[src/sv/usts_pkg.sv]
`timescale 1ns / 1ps

package usts_pkg;

  // Scan phases
  localparam logic [1:0] PH_IDLE   = 2'd0;
  localparam logic [1:0] PH_LEFT   = 2'd1;
  localparam logic [1:0] PH_CENTER = 2'd2;
  localparam logic [1:0] PH_RIGHT  = 2'd3;

  // Sensor numbers as carried in echo_sensor
  localparam logic [1:0] SEN_RIGHT  = 2'd0;
  localparam logic [1:0] SEN_CENTER = 2'd1;
  localparam logic [1:0] SEN_LEFT   = 2'd2;

  // Trigger codes
  localparam logic [1:0] TRIG_NONE   = 2'd0;
  localparam logic [1:0] TRIG_LEFT   = 2'd1;
  localparam logic [1:0] TRIG_CENTER = 2'd2;
  localparam logic [1:0] TRIG_RIGHT  = 2'd3;

  // Event kinds
  localparam logic [1:0] MODE_SCAN     = 2'd0;
  localparam logic [1:0] MODE_DISTANCE = 2'd1;
  localparam logic [1:0] MODE_ECHO     = 2'd2;

  // Register indexes
  localparam logic [2:0] REG_MIN_RIGHT  = 3'd0;
  localparam logic [2:0] REG_MIN_CENTER = 3'd1;
  localparam logic [2:0] REG_MIN_LEFT   = 3'd2;
  localparam logic [2:0] REG_IDLE_TICKS = 3'd3;
  localparam logic [2:0] REG_WAIT_TICKS = 3'd4;

  // Register reset values
  localparam logic [7:0] MIN_RESET        = 8'd20;
  localparam logic [7:0] IDLE_TICKS_RESET = 8'd1;
  localparam logic [7:0] WAIT_TICKS_RESET = 8'd5;

  localparam logic [7:0] FLIGHT_MAX = 8'd255;

  // One result item, packed with the last field in the lowest bits
  typedef struct packed {
    logic       pad;
    logic [1:0] scan_phase;
    logic       near_left;
    logic       near_center;
    logic       near_right;
    logic [7:0] range_left;
    logic [7:0] range_center;
    logic [7:0] range_right;
    logic [1:0] trigger;
  } result_t;

endpackage

[src/sv/ultrasonic_three_sensor_scanner_unit.sv]
`timescale 1ns / 1ps
// Each result is registered in the output register (skid register on a stall).
// Throughput: one event per cycle while s_tready is high; a two-entry output
// buffer (result register plus skid register) keeps s_tready high while one
// result waits downstream. Reset: synchronous rst restores register defaults,
// idle phase, zero ranges, and empties the output buffer. cfg_ready is tied high.

module ultrasonic_three_sensor_scanner_unit import usts_pkg::*; (
  input  logic        clk,
  input  logic        rst,
  // configuration write channel
  input  logic        cfg_valid,
  output logic        cfg_ready,
  input  logic [2:0]  cfg_index,
  input  logic [7:0]  cfg_data,
  // event stream
  input  logic        s_tvalid,
  output logic        s_tready,
  input  logic [7:0]  s_tdata,   // [1:0] echo_sensor, [2] echo_level, [7:3] zero
  input  logic [1:0]  s_tuser,   // [1:0] mode
  // result stream
  output logic        m_tvalid,
  input  logic        m_tready,
  output logic [31:0] m_tdata    // [1:0] trigger, [9:2] range_right,
                                 // [17:10] range_center, [25:18] range_left,
                                 // [26] near_right, [27] near_center,
                                 // [28] near_left, [30:29] scan_phase, [31] zero
);

  result_t result;
  result_t out_data;
  result_t skid_data;
  logic    out_valid;
  logic    skid_valid;
  logic    in_xfer;
  logic    out_xfer;

  assign cfg_ready = 1'b1;
  assign s_tready  = !skid_valid;
  assign in_xfer   = s_tvalid && s_tready;
  assign out_xfer  = out_valid && m_tready;

  usts_core u_core (
    .clk         (clk),
    .rst         (rst),
    .cfg_write   (cfg_valid),
    .cfg_index   (cfg_index),
    .cfg_data    (cfg_data),
    .step        (in_xfer),
    .mode        (s_tuser),
    .echo_sensor (s_tdata[1:0]),
    .echo_level  (s_tdata[2]),
    .result      (result)
  );

  // Track buffer occupancy
  always_ff @(posedge clk) begin
    if (rst) begin
      out_valid  <= 1'b0;
      skid_valid <= 1'b0;
    end else begin
      if (in_xfer) begin
        if (!out_valid || out_xfer) begin
          out_valid <= 1'b1;
        end else begin
          skid_valid <= 1'b1;
        end
      end else if (out_xfer) begin
        out_valid  <= skid_valid;
        skid_valid <= 1'b0;
      end
    end
  end

  // Move result payloads; skid data drains into the output register
  always_ff @(posedge clk) begin
    if (in_xfer) begin
      if (!out_valid || out_xfer) begin
        out_data <= result;
      end else begin
        skid_data <= result;
      end
    end else if (out_xfer && skid_valid) begin
      out_data <= skid_data;
    end
  end

  assign m_tvalid = out_valid;
  assign m_tdata  = out_data;

endmodule

[src/sv/usts_core.sv]
`timescale 1ns / 1ps

module usts_core import usts_pkg::*; (
  input  logic       clk,
  input  logic       rst,
  input  logic       cfg_write,
  input  logic [2:0] cfg_index,
  input  logic [7:0] cfg_data,
  input  logic       step,
  input  logic [1:0] mode,
  input  logic [1:0] echo_sensor,
  input  logic       echo_level,
  output result_t    result
);

  logic [7:0] min_right, min_center, min_left, idle_ticks, wait_ticks;

  logic [1:0] phase, phase_next;
  logic [7:0] tick_delay, tick_delay_next;
  logic [7:0] flight_count, flight_count_next;
  logic [7:0] captured_flight, captured_flight_next;
  logic       echo_armed, echo_armed_next;
  logic [7:0] range_right, range_right_next;
  logic [7:0] range_center, range_center_next;
  logic [7:0] range_left, range_left_next;
  logic       near_right, near_right_next;
  logic       near_center, near_center_next;
  logic       near_left, near_left_next;

  logic [1:0] trigger;
  logic [1:0] armed_sensor;
  logic [7:0] delay_dec;

  // Write configuration registers; unknown indexes drop
  always_ff @(posedge clk) begin
    if (rst) begin
      min_right  <= MIN_RESET;
      min_center <= MIN_RESET;
      min_left   <= MIN_RESET;
      idle_ticks <= IDLE_TICKS_RESET;
      wait_ticks <= WAIT_TICKS_RESET;
    end else if (cfg_write) begin
      unique case (cfg_index)
        REG_MIN_RIGHT:  min_right  <= cfg_data;
        REG_MIN_CENTER: min_center <= cfg_data;
        REG_MIN_LEFT:   min_left   <= cfg_data;
        REG_IDLE_TICKS: idle_ticks <= cfg_data;
        REG_WAIT_TICKS: wait_ticks <= cfg_data;
        default: ;
      endcase
    end
  end

  // The armed sensor is the one triggered last
  always_comb begin
    unique case (phase)
      PH_LEFT:   armed_sensor = SEN_LEFT;
      PH_CENTER: armed_sensor = SEN_CENTER;
      default:   armed_sensor = SEN_RIGHT;
    endcase
  end

  assign delay_dec = tick_delay - 8'd1;

  // Apply one event to the scanner state
  always_comb begin
    phase_next           = phase;
    tick_delay_next      = tick_delay;
    flight_count_next    = flight_count;
    captured_flight_next = captured_flight;
    echo_armed_next      = echo_armed;
    range_right_next     = range_right;
    range_center_next    = range_center;
    range_left_next      = range_left;
    near_right_next      = near_right;
    near_center_next     = near_center;
    near_left_next       = near_left;
    trigger              = TRIG_NONE;
    case (mode)
      MODE_SCAN: begin
        tick_delay_next = delay_dec;
        if (delay_dec == 8'd0) begin
          unique case (phase)
            PH_IDLE: begin
              trigger         = TRIG_LEFT;
              phase_next      = PH_LEFT;
              tick_delay_next = wait_ticks;
              echo_armed_next = 1'b1;
            end
            PH_LEFT: begin
              range_left_next = captured_flight;
              near_left_next  = captured_flight < min_left;
              trigger         = TRIG_CENTER;
              phase_next      = PH_CENTER;
              tick_delay_next = wait_ticks;
              echo_armed_next = 1'b1;
            end
            PH_CENTER: begin
              range_center_next = captured_flight;
              near_center_next  = captured_flight < min_center;
              trigger           = TRIG_RIGHT;
              phase_next        = PH_RIGHT;
              tick_delay_next   = wait_ticks;
              echo_armed_next   = 1'b1;
            end
            default: begin
              range_right_next = captured_flight;
              near_right_next  = captured_flight < min_right;
              phase_next       = PH_IDLE;
              tick_delay_next  = idle_ticks;
            end
          endcase
        end
      end
      MODE_DISTANCE: begin
        // Saturate the flight count
        if (flight_count != FLIGHT_MAX) begin
          flight_count_next = flight_count + 8'd1;
        end
      end
      MODE_ECHO: begin
        if (echo_armed && echo_sensor == armed_sensor) begin
          if (echo_level) begin
            flight_count_next = 8'd0;
          end else begin
            captured_flight_next = flight_count;
            echo_armed_next      = 1'b0;
          end
        end
      end
      default: ;
    endcase
  end

  // Advance state on each accepted event
  always_ff @(posedge clk) begin
    if (rst) begin
      phase           <= PH_IDLE;
      tick_delay      <= IDLE_TICKS_RESET;
      flight_count    <= 8'd0;
      captured_flight <= 8'd0;
      echo_armed      <= 1'b0;
      range_right     <= 8'd0;
      range_center    <= 8'd0;
      range_left      <= 8'd0;
      near_right      <= 1'b0;
      near_center     <= 1'b0;
      near_left       <= 1'b0;
    end else if (step) begin
      phase           <= phase_next;
      tick_delay      <= tick_delay_next;
      flight_count    <= flight_count_next;
      captured_flight <= captured_flight_next;
      echo_armed      <= echo_armed_next;
      range_right     <= range_right_next;
      range_center    <= range_center_next;
      range_left      <= range_left_next;
      near_right      <= near_right_next;
      near_center     <= near_center_next;
      near_left       <= near_left_next;
    end
  end

  // Build the result from the updated state
  always_comb begin
    result.pad          = 1'b0;
    result.scan_phase   = phase_next;
    result.near_left    = near_left_next;
    result.near_center  = near_center_next;
    result.near_right   = near_right_next;
    result.range_left   = range_left_next;
    result.range_center = range_center_next;
    result.range_right  = range_right_next;
    result.trigger      = trigger;
  end

endmodule

[config.mk]
export PLATFORM = sky130hd
export DESIGN_NAME = ultrasonic_three_sensor_scanner_unit
export DESIGN_NICKNAME = d
export VERILOG_FILES = /design/src/sv/usts_pkg.sv /design/src/sv/ultrasonic_three_sensor_scanner_unit.sv /design/src/sv/usts_core.sv
export SDC_FILE = /design/constraint.sdc
export NUM_CORES = 1
export LEC_CHECK = 0
export BUFFER_PORTS_ARGS = -buffer_cell sky130_fd_sc_hd__buf_2
export CORE_AREA = 2 2 139 141
export DETAILED_ROUTE_END_ITERATION = 8
export DIE_AREA = 0 0 141 143
export HOLD_SLACK_MARGIN = 0.12
export SYNTH_ARGS = -nofsm -noshare
export SYNTH_HDL_FRONTEND = slang
export SYNTH_SLANG_ARGS = --single-unit
export TNS_END_PERCENT = 1
[constraint.sdc]
create_clock -name clk -period 9.4 [get_ports clk]
set_input_delay 1.88 -clock clk [delete_from_list [all_inputs] [get_ports clk]]
set_output_delay 1.88 -clock clk [all_outputs]
set_load 0.02 [all_outputs]
==> results of run 1 <==
## state kept, by name (all words and copies together), names as in the netlist
signal and cells:
m_tdata 31, u_core.phase 2, u_core.near_right 1, u_core.captured_flight 8, u_core.range_center 8, u_core.tick_delay 8, u_core.near_left 1, u_core.range_left 8
u_core.min_center 8, u_core.idle_ticks 8, u_core.near_center 1, skid_data 31, u_core.min_right 8, skid_valid 1, u_core.flight_count 8, u_core.wait_ticks 8
u_core.range_right 8, m_tvalid 1, u_core.echo_armed 1, u_core.min_left 8
## per-stage QoR
step	power (uW)	util
floorplan	847.7	-
global placement	878.0	0.4141
detailed placement	882.7	0.4141
CTS	1562	0.4455
global route	1601	0.4455
finish	1549	0.4458
## area by class of cell
class / instances / share of cell area
clock buffer: 18 / 0.05181
inverter: 30 / 0.01360
antenna: 2 / 0.0006042
timing repair buffer: 58 / 0.03656
tap: 234 / 0.03535
sequential: 158 / 0.4568
multi-input combinational: 456 / 0.3867
clock inverter: 14 / 0.01858
## tightest hold or removal path, cell delays in order (launching register included)
cell and delay, ns:
dfxtp_1 0.30, nand2_1 0.05, a21oi_1 0.05
## layer usage
metal / wire [um] / share of wire / global-route usage
met1: 7342 / 0.47 / 0.2043
met2: 7349 / 0.47 / 0.2670
met3: 672 / 0.043 / 0.04192
met4: 215 / 0.014 / 0.06316
met5: 15 / 0.00096 / 0
## cells in the mapped netlist, types with 2 or more instances
cell type  number  share of area
mux2_2         59          0.091
buf_6           5         0.0077
nor4_1          4         0.0034
mux2i_1        39          0.053
dfxtp_1        96           0.26
a31oi_1         5         0.0043
nand2_1        75          0.039
xor2_1          8         0.0096
ha_1           28          0.048
o21ai_0        26          0.018
nand4_1         6         0.0051
and4_2          2         0.0027
nand2b_1        2         0.0017
buf_4           2         0.0021
mux2_4          2         0.0041
or3_1           3         0.0026
and3_1          4         0.0034
inv_1          30          0.015
clkbuf_1       16         0.0082
a211oi_1        3         0.0031
nor2_1         59          0.030
buf_2           3         0.0021
nand4_4         3         0.0087
edfxtp_1       62           0.26
nor2b_1         3         0.0026
nor3b_1         4         0.0041
a21oi_1        50          0.034
conb_1          2         0.0010
o211ai_1        8         0.0082
nand3_1        26          0.018
buf_1           5         0.0026
nor3_1          6         0.0041
clkbuf_8        4         0.0075
## final timing paths
path | start | to | slack, ns | cells past startpoint
worst max register to register | u_core.tick_delay[0]$_SDFFE_PP1P_ | m_tdata[28]$_DFFE_PP_ | 6.14 | 8
worst max-delay path | s_tvalid | u_core.range_right[0]$_SDFFE_PP0P_ | 5.35 | 6
worst min-delay path | u_core.range_center[4]$_SDFFE_PP0P_ | u_core.range_center[4]$_SDFFE_PP0P_ | 0.45 | 2
worst min register to register | u_core.range_center[4]$_SDFFE_PP0P_ | u_core.range_center[4]$_SDFFE_PP0P_ | 0.45 | 2
## logic make-up (layout without fill, tap and decap cells)
family,after synthesis,in the layout
AO/OA/AOI/OAI,105,105
XOR/XNOR,9,9
adder cells (fa/ha/maj),28,28
buffers and inverters,65,120
flip-flops,158,158
multiplexers,100,100
other,2,4
AND/OR/NAND/NOR,212,212
## power groups by stage
stage               Sequential (uW)  Combinational, uW  Clock (uW)
global route                    746                135         719
CTS                             744                124         694
floorplan                       774               74.0           0
finish                          744                123         682
detailed placement              759                123           0
global placement                758                120           0
==> flow_metrics.tcl, run 1 <==
set metrics [dict create \
    switching_share 0.2443 \
    cts_root_buffer "clkbuf_16" \
    cp_common_cell "nor2_1" \
    hold_path_class "flip-flop to flip-flop" \
    place_area_um2 7695 \
    drt_wl_total_um 15600 \
    synth_fp_nets 733 \
    power_density_nw_per_um2 187.1 \
    period_minus_slack_ns 4.046 \
    fill_cells 1711 \
    fin_ws_ns 5.354 \
    ys_ff_latch 158 \
    p_comb_frac 0.079 \
    syn_area_um2 7301 \
    tightestPinTransition_ns 0.9994 \
    crit_fanout 15 \
    post_drt_via_cell_ratio 5.215 \
    cts_max_path_buffers 2 \
    io_pins 61 \
    arrival_ns 4.32 \
    die_w_um 141 \
    cts_sinks 158 \
    synth-compound-area-share 0.08260 \
    rows 50 \
    start_util 0.3929 \
    syn_avg_cell_area_um2 10.75 \
    yosys.area_share.simple 0.1452 \
    synthAdderAreaFrac 0.04799 \
    status "completed" \
    io_buffers 53 \
    slew_headroom 0.3322 \
    grt_pass1_wl_um 25250 \
    leakagePower_uw 0.003314 \
    cts_tree "built" \
    pwr-share-seq 0.480 \
    multi_input_area_um2 3203 \
    layout_commonest_cell "dfxtp_1" \
    area_growth_pct 13.45 \
    crit_family "simple AND/OR/NAND/NOR gates" \
    finalClockSkew_ns 0.01458 \
    most-common-layout-cells "dfxtp_1 (96), nand2_1 (75), edfxtp_1 (62)" \
    seqCellArea_um2 3784 \
    synth_top_family_by_area "multiplexers" \
    worstSetupEndpointType "flip-flop" \
    synthMuxAreaShare 0.1486 \
    final_nets 775 \
    clkPwrFrac 0.440 \
    fin_area_um2 8283 \
    cp.required_ns 9.67 \
    clk_pin_slew_ns 0.06 \
    drtIter0Drc 278 \
    grt-ovfl-total 0 \
    path_cells "buf_2 -> nand2b_1 -> nor2_1 -> nand4_1 -> mux2i_1 -> nor2_1" \
    ys_seq_area_frac 0.5183 \
    crit_path_max_incr_delay_ns 0.86 \
    synthXorXnorAreaFrac 0.01080 \
    routabilityCongestion 0.7886 \
    cts_hold_buf 0 \
    netSwitchingPower_uw 378.5 \
    maxCapViolations 0 \
    crit_type "primary input to flip-flop" \
    hold_slack_ns 0.4515 \
    critPathBufInv 1 \
    coreArea_um2 18580 \
    setup_viol 0 \
    die_y_um 143 \
    htree_levels 4 \
    stdcell_count 970 \
    yosysUniqueCellTypes 62 \
    ys.flop_type "dfxtp_1" \
    pre_cts_slack_ns 4.864 \
    grt_setup_unrepaired "false" \
    grt_max_degree 83 \
    setup_tns_ns 0 \
    worstSkewPairLatency_ns 0.43 \
    drc 0 \
    cpMaxStageDelayCell "nor2_1" \
    post_cts.repair.setup_buffers 0 \
    post_cts_resized 0 \
    dr.pass1.iters 5 \
    vias 5059 \
    yosys_warnings 0 \
    grt_pass1_vias 4961 \
    fmax_mhz 247.1 \
    finalMaxSlewViolations 0 \
    peakVddDrop_mv 0.1114 \
    dpl.hpwl_um 10560 \
    synth-edff-count 62 \
    antenna_found_initial 3 \
    cts_inserted_buffers 17 \
    dp.cells 936 \
    grt_usage 0.1618 \
    period_share 0.4305 \
    timing.final.hold_violations 0 \
    die_area_um2 20160 \
    drive_gt1_frac 0.2275 \
    synth_async_sr_flop_share 0 \
    syn_inst 679 \
    ant_nets 0 \
    wire_per_inst_um 16.08 \
    crit_path_start_kind "primary input" \
    p_int_uw 1171 \
]
Power figures use the tool's default switching activity.
==> inputs of run 2 (changes only) <==
- clock period: 9.4 -> 4 ns (I/O delays scaled with it)
==> run 2 against run 1 <==
  * Flip-flop and latch count is the same
  * Global-route usage grew 0.45 points
  * Total power grew 130%
  * Sequential share of layout area shrank 0.13 points
  * Worst hold slack gained 0.0053 ns
  * Clock power grew 130%
  * Core utilization grew 0.13 points
  * Combinational power grew 140%
  * Largest cell class unchanged
==> flow_metrics.tcl, run 2 (synthesized netlist as in run 1, its figures left out) <==
set metrics [dict create \
    cts_tree "built" \
    final_nets 778 \
    finalClockSkew_ns 0.01369 \
    utilization 0.4471 \
    cts_inserted_buffers 17 \
    htree_levels 4 \
    clk_pin_slew_ns 0.06 \
    worstHoldStart "u_core.idle_ticks[7]$_SDFFE_PP0P_" \
    grt_pass1_vias 5124 \
    post_cts_resized 0 \
    die_w_um 141 \
    power_density_nw_per_um2 438.2 \
    drtIter0Drc 296 \
    fin_area_um2 8307 \
    ant_nets 0 \
    setup_tns_ns 0 \
    path_cells "inv_1 -> ha_1 -> or4b_1 -> nor3_2 -> or3_1 -> nand4_1 -> mux2i_1 -> nor2_1" \
    layout_commonest_cell "dfxtp_1" \
    dr.pass1.iters 5 \
    critPathBufInv 1 \
    status "completed" \
    worstSetupEndpointType "flip-flop" \
    setup_viol 0 \
    maxCapViolations 0 \
    grt-ovfl-total 0 \
    grt_max_degree 52 \
    crit_start "u_core.tick_delay[0]$_SDFFE_PP1P_" \
    routabilityCongestion 0.7907 \
    arrival_ns 3.47 \
    pre_cts_slack_ns 0.8460 \
    cts_root_buffer "clkbuf_16" \
    drive_gt1_frac 0.2280 \
    cts_max_path_buffers 2 \
    power_uw 3640 \
    period_share 0.7949 \
    vias 5136 \
    finalMaxSlewViolations 0 \
    grt_usage 0.1663 \
    peakVddDrop_mv 0.3309 \
    drc 0 \
    slew_headroom 0.2996 \
    drt_wl_total_um 15900 \
    start_util 0.3929 \
    post_cts.repair.setup_buffers 0 \
    fill_cells 1685 \
    period_minus_slack_ns 3.180 \
    grt_pass1_wl_um 26120 \
    wire_per_inst_um 16.34 \
    area_growth_pct 13.78 \
    timing.final.hold_violations 0 \
    antenna_found_initial 3 \
    crit_type "flip-flop to flip-flop" \
    grt_setup_unrepaired "false" \
    coreArea_um2 18580 \
    fin_ws_ns 0.8203 \
    most-common-layout-cells "dfxtp_1 (96), nand2_1 (75), edfxtp_1 (62)" \
    hold_path_class "flip-flop to flip-flop" \
    fmax_mhz 314.5 \
    cp.required_ns 4.29 \
    post_drt_via_cell_ratio 5.279 \
    crit_family "simple AND/OR/NAND/NOR gates" \
    io_pins 61 \
    cpMaxStageDelayCell "nand4_1" \
    multi_input_area_um2 3203 \
    leakagePower_uw 0.003328 \
    crit_path_start_kind "flip-flop" \
    worstSkewPairLatency_ns 0.43 \
    die_area_um2 20160 \
    dpl.hpwl_um 10910 \
    io_buffers 53 \
    r2r_start "u_core.tick_delay[0]$_SDFFE_PP1P_" \
    seqCellArea_um2 3784 \
    cts_hold_buf 0 \
    tightestPinTransition_ns 1.048 \
    die_y_um 143 \
    place_area_um2 7717 \
    cts_sinks 158 \
    rows 50 \
    crit_fanout 10 \
    crit_path_max_incr_delay_ns 0.67 \
]
run 2: changes by cell type in the layout (fill, tap and decap cells not counted), sizes merged:
| cell | change |
|---|---|
| buf | +3 |
| clkbuf | +3 |
| clkinv | +2 |
| clkinvlp | -1 |
| inv | -4 |
run 2: stage by stage:
stage	hold slack (ns)	instances
after floorplan	0.4315	679
after global placement	0.4427	939
after detailed placement	0.4493	939
after CTS	0.4578	971
after global routing	0.4805	971
final	0.4569	973
run 2: layout make-up:
type,instances,area share
sequential,158,0.4555
multi-input combinational,456,0.3856
timing repair buffer,61,0.03916
clock buffer,21,0.05423
inverter,30,0.01356
antenna,2,0.0006025
tap,234,0.03525
clock inverter,11,0.01612
run 2: layer usage:
layer,GRT usage,routed length [um]
met5,0,16
met2,0.2732,7508
met1,0.2109,7387
met4,0.05842,251
met3,0.04728,730
run 2: path summary, 6_finish.rpt:
check,end,slack [ns],cells past startpoint
max,u_core.range_right[3]$_SDFFE_PP0P_,0.82,8
min,u_core.idle_ticks[7]$_SDFFE_PP0P_,0.46,2
max reg2reg,u_core.range_right[3]$_SDFFE_PP0P_,0.82,8
min reg2reg,u_core.idle_ticks[7]$_SDFFE_PP0P_,0.46,2
run 2: worst reg2reg max path: cells and delay by family (launching register included):
kind	cells	cell delay, ns
multiplexers	1	0.39
flip-flops	1	0.41
buffers and inverters	1	0.13
AND/OR/NAND/NOR	5	1.78
adder cells (fa/ha/maj)	1	0.34
run 2: where the power goes:
part / internal (uW) / total [uW] / switching, uW / leakage, uW
clock network: 945 / 1600 / 655 / 0.000284
registers: 1730 / 1750 / 22.1 / 0.00135
logic: 95.2 / 291 / 196 / 0.00169
total: 2770 / 3640 / 873 / 0.00333
